[src/rtl/kda_pkg.sv]
// Package with shared types and constants for the key debounce and auto-repeat block.
`timescale 1ns / 1ps

package kda_pkg;

    localparam int APB_ADDR_W = 5;
    localparam int APB_DATA_W = 32;

    typedef enum logic {
        FUNC_TICK  = 1'b0,
        FUNC_QUERY = 1'b1
    } t_func;

    typedef enum logic [2:0] {
        REG_REPEAT_MASK  = 3'd0,
        REG_DEBOUNCE     = 3'd1,
        REG_FIRST_REPEAT = 3'd2,
        REG_MIN_REPEAT   = 3'd3,
        REG_REPEAT_STEP  = 3'd4
    } t_reg_idx;

    localparam logic [15:0] RST_REPEAT_MASK  = 16'd0;
    localparam logic [7:0]  RST_DEBOUNCE     = 8'd4;
    localparam logic [9:0]  RST_FIRST_REPEAT = 10'd80;
    localparam logic [9:0]  RST_MIN_REPEAT   = 10'd40;
    localparam logic [7:0]  RST_REPEAT_STEP  = 8'd10;

    typedef struct packed {
        logic [15:0] repeat_mask;
        logic [7:0]  debounce_ticks;
        logic [9:0]  first_repeat_ticks;
        logic [9:0]  min_repeat_ticks;
        logic [7:0]  repeat_step;
    } t_cfg;

    typedef struct packed {
        t_func       func;
        logic [15:0] switches;
        logic [15:0] request_mask;
    } t_item;

endpackage

[src/rtl/kda_cfg_regs.sv]
// APB configuration registers of the key debounce and auto-repeat block.
`timescale 1ns / 1ps

module kda_cfg_regs
    import kda_pkg::*;
(
    input  logic                  i_clk,
    input  logic                  i_rst_n,
    input  logic                  psel,
    input  logic                  penable,
    input  logic                  pwrite,
    input  logic [APB_ADDR_W-1:0] paddr,
    input  logic [APB_DATA_W-1:0] pwdata,
    output logic [APB_DATA_W-1:0] prdata,
    output logic                  pready,
    output t_cfg                  o_cfg
);

    t_cfg     r_cfg;
    t_reg_idx w_idx;
    logic     w_wr;

    assign w_idx  = t_reg_idx'(paddr[APB_ADDR_W-1:2]);
    assign w_wr   = psel & penable & pwrite;
    assign pready = 1'b1;
    assign o_cfg  = r_cfg;

    always_ff @(posedge i_clk) begin
        if (!i_rst_n) begin
            r_cfg.repeat_mask        <= RST_REPEAT_MASK;
            r_cfg.debounce_ticks     <= RST_DEBOUNCE;
            r_cfg.first_repeat_ticks <= RST_FIRST_REPEAT;
            r_cfg.min_repeat_ticks   <= RST_MIN_REPEAT;
            r_cfg.repeat_step        <= RST_REPEAT_STEP;
        end else if (w_wr) begin
            case (w_idx)
                REG_REPEAT_MASK:  r_cfg.repeat_mask        <= pwdata[15:0];
                REG_DEBOUNCE:     r_cfg.debounce_ticks     <= pwdata[7:0];
                REG_FIRST_REPEAT: r_cfg.first_repeat_ticks <= pwdata[9:0];
                REG_MIN_REPEAT:   r_cfg.min_repeat_ticks   <= pwdata[9:0];
                REG_REPEAT_STEP:  r_cfg.repeat_step        <= pwdata[7:0];
                default: ;
            endcase
        end
    end

    always_comb begin
        case (w_idx)
            REG_REPEAT_MASK:  prdata = {16'd0, r_cfg.repeat_mask};
            REG_DEBOUNCE:     prdata = {24'd0, r_cfg.debounce_ticks};
            REG_FIRST_REPEAT: prdata = {22'd0, r_cfg.first_repeat_ticks};
            REG_MIN_REPEAT:   prdata = {22'd0, r_cfg.min_repeat_ticks};
            REG_REPEAT_STEP:  prdata = {24'd0, r_cfg.repeat_step};
            default:          prdata = '0;
        endcase
    end

endmodule

[src/rtl/kda_in_stage.sv]
// Input register stage that holds one accepted beat for the core.
`timescale 1ns / 1ps

module kda_in_stage
    import kda_pkg::*;
(
    input  logic  i_clk,
    input  logic  i_rst_n,
    input  logic  i_valid,
    output logic  o_ready,
    input  t_item i_item,
    output logic  o_valid,
    input  logic  i_ready,
    output t_item o_item
);

    logic  r_valid;
    t_item r_item;

    assign o_ready = !r_valid || i_ready;
    assign o_valid = r_valid;
    assign o_item  = r_item;

    always_ff @(posedge i_clk) begin
        if (!i_rst_n) begin
            r_valid <= 1'b0;
        end else if (o_ready) begin
            r_valid <= i_valid;
        end
    end

    always_ff @(posedge i_clk) begin
        if (i_valid && o_ready) begin
            r_item <= i_item;
        end
    end

endmodule

[src/rtl/kda_core.sv]
// Debounce, read flag and repeat timer state with the result register.
`timescale 1ns / 1ps

module kda_core
    import kda_pkg::*;
#(
    parameter int NUM_KEYS   = 16,
    parameter int TIMER_BITS = 10
) (
    input  logic        i_clk,
    input  logic        i_rst_n,
    input  t_cfg        i_cfg,
    input  logic        i_valid,
    output logic        o_ready,
    input  t_item       i_item,
    output logic        o_valid,
    input  logic        i_ready,
    output logic [15:0] o_pressed,
    output logic [15:0] o_stable
);

    localparam int TB = TIMER_BITS;
    localparam int CW = (TB > 8) ? TB : 8;
    localparam logic [15:0] KEY_MASK =
        (NUM_KEYS >= 16) ? 16'hFFFF : 16'((33'd1 << NUM_KEYS) - 33'd1);

    logic [15:0] r_stable_keys, n_stable_keys;
    logic [15:0] r_last_sample, n_last_sample;
    logic [7:0]  r_debounce_count, n_debounce_count;
    logic [15:0] r_read_flags, n_read_flags;
    logic [TB-1:0] r_repeat_timer, n_repeat_timer;
    logic        r_timer_idle, n_timer_idle;
    logic [TB-1:0] r_repeat_interval, n_repeat_interval;
    logic        r_out_valid;
    logic [15:0] r_out_pressed, n_out_pressed;
    logic [15:0] r_out_stable;

    logic          w_take;
    logic [15:0]   w_sw;
    logic [15:0]   w_req;
    logic [TB-1:0] w_first;
    logic [TB-1:0] w_start;
    logic [TB-1:0] w_min;
    logic [TB-1:0] w_timer_dec;
    logic [CW-1:0] w_int_ext;
    logic [CW-1:0] w_step_ext;
    logic [15:0]   w_flags;

    assign o_ready   = !r_out_valid || i_ready;
    assign w_take    = i_valid && o_ready;
    assign o_valid   = r_out_valid;
    assign o_pressed = r_out_pressed;
    assign o_stable  = r_out_stable;

    assign w_sw        = i_item.switches & KEY_MASK;
    assign w_req       = i_item.request_mask & KEY_MASK;
    assign w_first     = TB'(i_cfg.first_repeat_ticks);
    assign w_start     = (w_first == '0) ? TB'(1) : w_first;
    assign w_min       = TB'(i_cfg.min_repeat_ticks);
    assign w_timer_dec = r_repeat_timer - TB'(1);
    assign w_int_ext   = CW'(r_repeat_interval);
    assign w_step_ext  = CW'(i_cfg.repeat_step);

    always_comb begin
        n_stable_keys     = r_stable_keys;
        n_last_sample     = r_last_sample;
        n_debounce_count  = r_debounce_count;
        n_read_flags      = r_read_flags;
        n_repeat_timer    = r_repeat_timer;
        n_timer_idle      = r_timer_idle;
        n_repeat_interval = r_repeat_interval;
        n_out_pressed     = '0;
        w_flags           = '0;
        if (w_take) begin
            case (i_item.func)
                FUNC_TICK: begin
                    if (w_sw == r_last_sample) begin
                        if (r_debounce_count != '0) begin
                            n_debounce_count = r_debounce_count - 8'd1;
                        end else begin
                            n_stable_keys = w_sw;
                        end
                    end else begin
                        n_debounce_count = i_cfg.debounce_ticks;
                    end
                    n_last_sample = w_sw;
                    w_flags       = r_read_flags & n_stable_keys;
                    n_read_flags  = w_flags;
                    if ((n_stable_keys & i_cfg.repeat_mask & KEY_MASK) != '0) begin
                        if (r_timer_idle) begin
                            n_repeat_timer    = w_start;
                            n_repeat_interval = w_start;
                            n_timer_idle      = 1'b0;
                        end else if (w_timer_dec == '0) begin
                            n_repeat_timer = r_repeat_interval;
                            if (r_repeat_interval > w_min) begin
                                if (w_step_ext >= w_int_ext) begin
                                    n_repeat_interval = TB'(1);
                                end else begin
                                    n_repeat_interval = TB'(w_int_ext - w_step_ext);
                                end
                            end
                            n_read_flags = w_flags & ~i_cfg.repeat_mask & KEY_MASK;
                        end else begin
                            n_repeat_timer = w_timer_dec;
                        end
                    end else begin
                        n_timer_idle = 1'b1;
                    end
                end
                FUNC_QUERY: begin
                    w_flags       = r_read_flags & r_stable_keys;
                    n_out_pressed = w_req & r_stable_keys & ~w_flags;
                    n_read_flags  = w_flags | n_out_pressed;
                end
                default: ;
            endcase
        end
    end

    always_ff @(posedge i_clk) begin
        if (!i_rst_n) begin
            r_stable_keys     <= '0;
            r_last_sample     <= '0;
            r_debounce_count  <= RST_DEBOUNCE;
            r_read_flags      <= '0;
            r_repeat_timer    <= '0;
            r_timer_idle      <= 1'b1;
            r_repeat_interval <= TB'(RST_FIRST_REPEAT);
            r_out_valid       <= 1'b0;
        end else begin
            r_stable_keys     <= n_stable_keys;
            r_last_sample     <= n_last_sample;
            r_debounce_count  <= n_debounce_count;
            r_read_flags      <= n_read_flags;
            r_repeat_timer    <= n_repeat_timer;
            r_timer_idle      <= n_timer_idle;
            r_repeat_interval <= n_repeat_interval;
            if (w_take) begin
                r_out_valid <= 1'b1;
            end else if (i_ready) begin
                r_out_valid <= 1'b0;
            end
        end
    end

    always_ff @(posedge i_clk) begin
        if (w_take) begin
            r_out_pressed <= n_out_pressed;
            r_out_stable  <= n_stable_keys;
        end
    end

`ifndef SYNTH
    a_timer_running: assert property (@(posedge i_clk) disable iff (!i_rst_n)
        !r_timer_idle |-> (r_repeat_timer != '0))
        else $error("Repeat timer is zero while running.");

    a_interval_nonzero: assert property (@(posedge i_clk) disable iff (!i_rst_n)
        !r_timer_idle |-> (r_repeat_interval != '0))
        else $error("Repeat interval is zero while running.");

    a_flags_held: assert property (@(posedge i_clk) disable iff (!i_rst_n)
        (r_read_flags & ~r_stable_keys) == '0)
        else $error("Read flag set for a released key.");

    a_pressed_held: assert property (@(posedge i_clk) disable iff (!i_rst_n)
        r_out_valid |-> ((r_out_pressed & ~r_out_stable) == '0))
        else $error("Pressed key reported that is not held.");
`endif

endmodule

[src/rtl/key_debounce_autorepeat.sv]
// Top level of the key debounce and accelerating auto-repeat block.
`timescale 1ns / 1ps

// Each input beat is either a sample tick carrying the raw switch word or a key query,
// and each produces exactly one result beat with the pressed keys and the debounced
// key word. A new beat is accepted every cycle unless the result side holds off. A result
// beat is presented once its input beat has passed through the input register, where the
// key state logic works on it, and then into the result register. Throughput is limited
// only by the result side taking beats. Configuration must be written while no beat is in
// flight.
module key_debounce_autorepeat
    import kda_pkg::*;
#(
    parameter int NUM_KEYS   = 16,
    parameter int TIMER_BITS = 10
) (
    input  logic                  i_clk,
    input  logic                  i_rst_n,
    input  logic                  s_axis_tvalid,
    output logic                  s_axis_tready,
    // [15:0] switches, [31:16] request_mask
    input  logic [31:0]           s_axis_tdata,
    // [0] func
    input  logic [0:0]            s_axis_tuser,
    output logic                  m_axis_tvalid,
    input  logic                  m_axis_tready,
    // [15:0] pressed, [31:16] stable_keys_out
    output logic [31:0]           m_axis_tdata,
    input  logic                  psel,
    input  logic                  penable,
    input  logic                  pwrite,
    input  logic [APB_ADDR_W-1:0] paddr,
    input  logic [APB_DATA_W-1:0] pwdata,
    output logic [APB_DATA_W-1:0] prdata,
    output logic                  pready
);

    t_cfg        w_cfg;
    t_item       w_in_item;
    t_item       w_core_item;
    logic        w_core_valid;
    logic        w_core_ready;
    logic [15:0] w_pressed;
    logic [15:0] w_stable;

    assign w_in_item.func         = t_func'(s_axis_tuser[0]);
    assign w_in_item.switches     = s_axis_tdata[15:0];
    assign w_in_item.request_mask = s_axis_tdata[31:16];
    assign m_axis_tdata           = {w_stable, w_pressed};

    kda_cfg_regs u_cfg_regs (
        .i_clk   (i_clk),
        .i_rst_n (i_rst_n),
        .psel    (psel),
        .penable (penable),
        .pwrite  (pwrite),
        .paddr   (paddr),
        .pwdata  (pwdata),
        .prdata  (prdata),
        .pready  (pready),
        .o_cfg   (w_cfg)
    );

    kda_in_stage u_in_stage (
        .i_clk   (i_clk),
        .i_rst_n (i_rst_n),
        .i_valid (s_axis_tvalid),
        .o_ready (s_axis_tready),
        .i_item  (w_in_item),
        .o_valid (w_core_valid),
        .i_ready (w_core_ready),
        .o_item  (w_core_item)
    );

    kda_core #(
        .NUM_KEYS   (NUM_KEYS),
        .TIMER_BITS (TIMER_BITS)
    ) u_core (
        .i_clk     (i_clk),
        .i_rst_n   (i_rst_n),
        .i_cfg     (w_cfg),
        .i_valid   (w_core_valid),
        .o_ready   (w_core_ready),
        .i_item    (w_core_item),
        .o_valid   (m_axis_tvalid),
        .i_ready   (m_axis_tready),
        .o_pressed (w_pressed),
        .o_stable  (w_stable)
    );

endmodule

[config.mk]
export PLATFORM = sky130hd
export DESIGN_NAME = key_debounce_autorepeat
export DESIGN_NICKNAME = d
export VERILOG_FILES = /design/src/rtl/kda_pkg.sv /design/src/rtl/kda_cfg_regs.sv /design/src/rtl/kda_in_stage.sv /design/src/rtl/kda_core.sv /design/src/rtl/key_debounce_autorepeat.sv
export SDC_FILE = /design/constraint.sdc
export NUM_CORES = 1
export LEC_CHECK = 0
export BUFFER_PORTS_ARGS = -buffer_cell sky130_fd_sc_hd__buf_2
export CORE_MARGIN = 1.5
export CORE_UTILIZATION = 30
export CTS_BUF_LIST = sky130_fd_sc_hd__clkbuf_16
export DETAILED_ROUTE_END_ITERATION = 8
export PLACE_DENSITY = 0.46
export SETUP_SLACK_MARGIN = 0.05
export SLEW_MARGIN = 20
export SYNTH_ARGS = -nofsm -noshare
export SYNTH_HDL_FRONTEND = slang
export SYNTH_HIERARCHICAL = 1
export SYNTH_SLANG_ARGS = --single-unit
[constraint.sdc]
create_clock -name i_clk -period 6.3 [get_ports i_clk]
set_input_delay 0.63 -clock i_clk [delete_from_list [all_inputs] [get_ports i_clk]]
set_output_delay 0.63 -clock i_clk [all_outputs]
set_load 0.02 [all_outputs]
# == Word level (Yosys, flattened, before mapping) ==
# Index checks and enable logic that the tools add are counted.
# classes
n_mux,23
reduce_logical,23
n_addsub,3
bitwise_logic,12
n_eq_ne,6
magnitude_cmp,2
# ops
operator,count
16-bit 2-to-1 mux,9
16-bit AND,6
16-bit one-hot mux with 5 select lines,1
10-bit 2-to-1 mux,7
16-bit NOT,2
16-bit one-hot mux with 2 select lines,1
10-bit logical NOT,2
16-bit equality test,1
8-bit 2-to-1 mux,2
16-bit bitwise OR,1
16-bit nonzero test,1
2-bit AND reduction,6
8-bit by 10-bit >= comparator with 1-bit output,1
10-bit > comparator,1
"10-bit by 1-bit subtractor with 10-bit output, second input constant",1
10-bit by 8-bit subtractor with 10-bit output,1
8-bit nonzero test,1
"8-bit by 1-bit subtractor with 8-bit output, second input constant",1
"3-bit by 2-bit equality test with 1-bit output, second input constant",2
3-bit AND reduction,2
2-bit nonzero test,3
5-bit AND reduction,1
"3-bit by 1-bit equality test with 1-bit output, second input constant",1
"3-bit equality test, second input constant",1
8 further kinds,14
# totals
wordCells,88
input_bits,77
out_inout_bits,67
reg_bits,196

# == Longest topological paths before layout ==
# logic_depth
word_depth,11
mapped_depth,13
ltp_nobuf,13

# == Modules after synthesis ==
# The synthesis kept the hierarchy.
# modules_own_cells
mod,area_per_inst_um2,cells_per_inst,seq_area_each_um2,n_inst
kda_core,6267.3,720,2522.4,1
kda_cfg_regs,2567.5,273,1041.0,1
kda_in_stage,1048.5,38,1011.0,1

# == Least setup slack after synthesis ==
# OpenSTA, ideal clock, no wires.
# synth_path
path_kind,register to register
from,reg u_in_stage.r_item (netlist bit u_in_stage/o_item[26])
to,reg u_core.r_repeat_timer[5]
stages_incl_launch_ff,11
t_required_ns,6.168
synth_period_minus_slack_ns,2.952
setup_ns,0.132
arrival_time_ns,2.821
setup_slack_ns,3.348
path_buffers,1
cell_sequence,edfxtp_1 > xnor2_1 > nand4_1 > nor4_4 > nand3_2 > mux2_2 > a2111oi_0 > nand4_1 > clkbuf_1 > a21oi_1 > nor3_1
# synth_between
elab_chain_cells,7
word_cells_on_any_way,8
classes_between,eq/ne (1); mux (4); bitwise (1); reduce/logical (2)
# synth_lines
item,line,text
from (decl),kda_in_stage.sv:18,t_item r_item;
from (signal assigned),kda_in_stage.sv:34,r_item <= i_item;
16-bit equality test / 16-bit 2-to-1 mux (equally long branches),"kda_core.sv:77, kda_core.sv:78",
16-bit 2-to-1 mux (*),kda_core.sv:77,if (w_sw == r_last_sample) begin
16-bit 2-to-1 mux (*),kda_core.sv:75,case (i_item.func)
16-bit 2-to-1 mux (*),kda_core.sv:74,if (w_take) begin
16-bit AND (*),kda_core.sv:89,if ((n_stable_keys & i_cfg.repeat_mask & KEY_MASK) != '0) begin
16-bit nonzero test (*),kda_core.sv:89,
3-bit AND reduction (no line) (*),--,
to (signal assigned),kda_core.sv:136,r_repeat_timer <= n_repeat_timer;
to (decl),kda_core.sv:31,"logic [TB-1:0] r_repeat_timer, n_repeat_timer;"
# Every way passes the cells marked *; elsewhere a longest branch is shown, timed or not. The select of a mux whose other input is x is not followed.
# A chain may end at the register's enable or synchronous reset.

# == Worst setup path after layout ==
# layout_path
from,reg u_in_stage.r_item (netlist bit u_in_stage/o_item[26])
to,reg u_core.r_repeat_interval[7]
# layout_between
elab_chain_cells,7
word_cells_on_any_way,8
classes_between,eq/ne (1); mux (4); bitwise (1); reduce/logical (2)
# layout_lines
item,line,text
16-bit equality test / 16-bit 2-to-1 mux (equally long branches),"kda_core.sv:77, kda_core.sv:78",
16-bit 2-to-1 mux (*),kda_core.sv:77,
16-bit 2-to-1 mux (*),kda_core.sv:75,
16-bit 2-to-1 mux (*),kda_core.sv:74,
16-bit AND (*),kda_core.sv:89,
16-bit nonzero test (*),kda_core.sv:89,
5-bit AND reduction (no line) (*),--,
to (signal assigned),kda_core.sv:129,r_repeat_interval <= TB'(RST_FIRST_REPEAT);
to (signal assigned),kda_core.sv:138,r_repeat_interval <= n_repeat_interval;
to (decl),kda_core.sv:33,"logic [TB-1:0] r_repeat_interval, n_repeat_interval;"
# Marked as above.

==> metrics.md <==
| Metric | Value |
|---|---|
| Outcome | `finished clean` |
| Post-synth EDFFs | `65` |
| Mapped Avg Cell Area | `9.59 um^2` |
| Finished Layout Cells | `1,568` |
| Drt wl/cell | `18.1 um` |
| Max VDD drop | `0.206 mV` |
| Worst EP required | `6640 ps` |
| FF+latch area | `4570 um^2` |
| Post-CTS setup buffers | `0` |
| Global-route wire length before repair | `43,300 um` |
| Critical Path AT | `5260 ps` |
| Total gr overflow | `0` |
| Least-Margin Pin Slew | `1030 ps` |
| Post-Route Setup TNS | `0 ps` |
| HPWL after DPL | `20,300 um` |
| Drt pass-1 iters | `7` |
| Synth warn | `6` |
| Hold Buf Count CTS | `0` |
| Layout fillers | `3,344` |
| ANT cells | `0` |
| Worst hold path class | `primary input to register` |
| Reg clk slew, reported paths | `80 ps` |
| Kind of critical path | `register to register` |
| Max Buffers Root-to-Sink | `2` |
| Netlist cell types | `74` |
| Clk root buf | `clkbuf_16` |
| Share of layout cells above drive strength 1 | `17.9%` |
| Top cell type's share of synthesized area | `26.5%` |
| Critical Path Sink Type | `register` |
| FF-to-FF path depth | `12` |
| Fmax | `203 MHz` |
| Hold Fails Final Rpt | `0` |
| Pins Over Slew Limit | `0` |
| Syn Inst Count | `1,031` |
| Register bit total from synthesis | `196` |
| Die H | `185 um` |
| Register area share after synthesis | `46.3%` |
| Initial antenna violation count | `0` |
| Number of placed instances, taps included | `1,536` |
| H-tree level count | `4` |
| Number of nets with antenna violations after routing | `0` |
| GRT Util Overall | `16.9%` |
| # IOs | `144` |
| Synthesis-to-finish area growth | `14.9%` |
| FF-to-FF End | `u_core/r_repeat_interval[7]` |
| Vias in the first global route | `7,405` |
| Final Setup Violations | `0` |
| Residual DRC | `0` |
| DRT iter0 DRCs | `528` |
| Reg2reg setup slack | `1380 ps` |
| P_leak | `4.12 nW` |
| Post-Route WL | `28,400 um` |
| Hold EP | `u_in_stage/o_item[6]` |
| Gpl congestion | `0.774` |
| Post-synthesis cell area | `9880 um^2` |
| I/O Buffers | `108` |
| Via/cell ratio | `4.92` |
| Hold path start | `s_axis_tdata[22]` |
| Worst r2r src | `u_in_stage/o_item[26]` |
| Pwr Total | `2.63 mW` |
| CTS Sinks | `196` |
| Startpoint types | `register` |
| Largest net degree at the start of global routing | `72` |
| Pwr dens | `231 nW/um^2` |
| Ys flop type | `dfxtp_1` |
| WHS Path Cells | `1` |
| Final min period | `4920 ps` |
| Area leader, netlist | `dfxtp_1` |
| Cell Rows | `66` |
| Final period util | `78.1%` |
| Maximum capacitance violations | `0` |
| Initial Util | `30.5%` |
| CTS tree | `yes` |
| Synth top area cells | `dfxtp_1 (27%), edfxtp_1 (20%), nand2_1 (7.5%), mux2i_1 (6.7%), mux2_2 (3.3%)` |
| Area of the multi-input gates | `4850 um^2` |
| Clk_lat worst skew | `440 ps` |
| Worst Skew | `15.7 ps` |
| Maximum fanout along the worst path | `33` |
| Via count | `7,719` |
| Slew Limit Headroom | `29.6%` |
| Area of the core | `32,500 um^2` |
| Width of the chip | `185 um` |
| Final nets | `1,213` |
| RSZ-0062 raised after global routing | `no` |
| CTS Buf Count | `17` |
| Asr flop ratio synth | `0%` |
| CTS resizes | `0` |
| Die ar. | `34,000 um^2` |
cell type report:
type	count	share of cell area, %
multi-input combinational	741	42.8
sequential	196	40.3
timing repair buffer	123	5.78
tap	442	4.87
clock buffer	17	3.75
clock inverter	15	1.41
inverter	34	1.12
Yosys cell counts, types with 3 or more instances:
library cell and n:
a2111oi_0 5, a211oi_1 11, a21o_1 4, a21oi_1 53, a22oi_1 18, a31oi_1 20, and2_1 24, and3_1 3
and4b_1 16, buf_2 5, buf_4 24, clkbuf_1 43, dfxtp_1 131, edfxtp_1 65, ha_1 22, inv_1 33
mux2_2 29, mux2i_1 66, nand2_1 197, nand2b_1 3, nand3_1 4, nand4_1 13, nor2_1 29, nor2b_1 16
nor3_1 16, nor3b_1 3, nor4_1 5, o2111ai_1 20, o211ai_1 17, o21a_1 7, o21ai_0 34, o21ai_1 7
o22ai_1 8, o31ai_1 4, xnor2_1 21, xor2_1 7
kinds of logic after synthesis:
logic type	Yosys count	share of synthesized area, %
mux	95	9.99
xor+xnor	28	2.48
buf+inv	109	5.23
simple gates	350	17.8
fa+ha+maj	23	2.99
compound gates	228	15.2
flops	196	46.3
other cells	2	0.0760
placed cells by master (no fill, tap or decap), types with 5 or more instances in the layout:
cell type	n
o2111ai_1	20
inv_6	6
xnor2_1	21
xor2_1	7
edfxtp_1	65
o21a_1	7
inv_1	33
nor3_1	16
buf_2	107
a31oi_1	20
mux2i_1	66
a211oi_1	11
ha_1	22
and4b_1	16
o211ai_1	17
clkbuf_16	17
buf_4	16
nor2b_1	16
conb_1	17
o22ai_1	8
a22oi_1	18
nor4_1	5
mux2_2	29
a21oi_1	53
o21ai_1	7
a2111oi_0	5
dfxtp_1	131
o21ai_0	34
nand4_1	13
nand2_1	197
and2_1	23
nor2_1	29
state kept, by name, summed over array words and instances (netlist names):
| name | flops |
|---|---|
| u_core/r_timer_idle | 1 |
| u_in_stage/o_valid | 1 |
| u_core/r_repeat_interval | 10 |
| u_core/r_last_sample | 16 |
| u_core/o_pressed | 16 |
| u_in_stage/o_item | 33 |
| u_core/o_valid | 1 |
| u_cfg_regs/o_cfg | 52 |
| u_core/r_read_flags | 16 |
| u_core/o_stable | 16 |
| u_core/r_stable_keys | 16 |
| u_core/r_debounce_count | 8 |
| u_core/r_repeat_timer | 10 |
power by group:
| part | leakage, nW | switching [mW] | total [mW] | internal, mW |
|---|---|---|---|---|
| sequential | 1.69 | 0.0289 | 1.37 | 1.34 |
| clock | 0.281 | 0.556 | 1.09 | 0.532 |
| combinational | 2.14 | 0.117 | 0.171 | 0.0541 |
per-layer routing:
metal	GRT usage [%]	vias to the layer above	wire (um)
met5	0	-	0
met4	4.03	0	325
met3	2.61	12	913
met2	27.9	132	13500
met1	23.1	3708	13600
li1	-	3867	-
critical path: stages, from the launching register on:
cell and delay (ps):
edfxtp_1 490, xnor2_1 300, nand4_1 250, nor4_4 360
buf_4 290, and3_1 690, buf_4 270, mux2i_1 70
a2111oi_0 890, and4_1 320, buf_4 370, nor2_1 220
a31o_1 260
per-stage QoR:
step                      utilization, %  hold slack [ps]  setup WS, ps  instance area, um^2
final                               35.0              353          1380                11400
after global routing                35.0              323          1230                11400
after CTS                           35.0              327          1510                11400
after detailed placement            33.2              459          1540                10800
after global placement              33.2              454          1580                10800
after floorplan                        -              443          3350                 9940
worst max-delay path by stage:
stage,start,to,slack [ps],cells past startpoint
final,u_in_stage/o_item[26],u_core/r_repeat_interval[7],1380,12
after CTS,u_in_stage/o_item[26],u_core/r_repeat_interval[7],1510,12
after detailed placement,u_in_stage/o_item[26],u_core/r_repeat_interval[7],1540,12
after floorplan,u_in_stage/o_item[26],u_core/r_repeat_timer[5],3350,10
after global routing,u_in_stage/o_item[26],u_core/r_repeat_interval[1],1230,12
after global placement,u_in_stage/o_item[26],u_core/r_repeat_interval[7],1580,12
(Power assumes the default switching activity.)
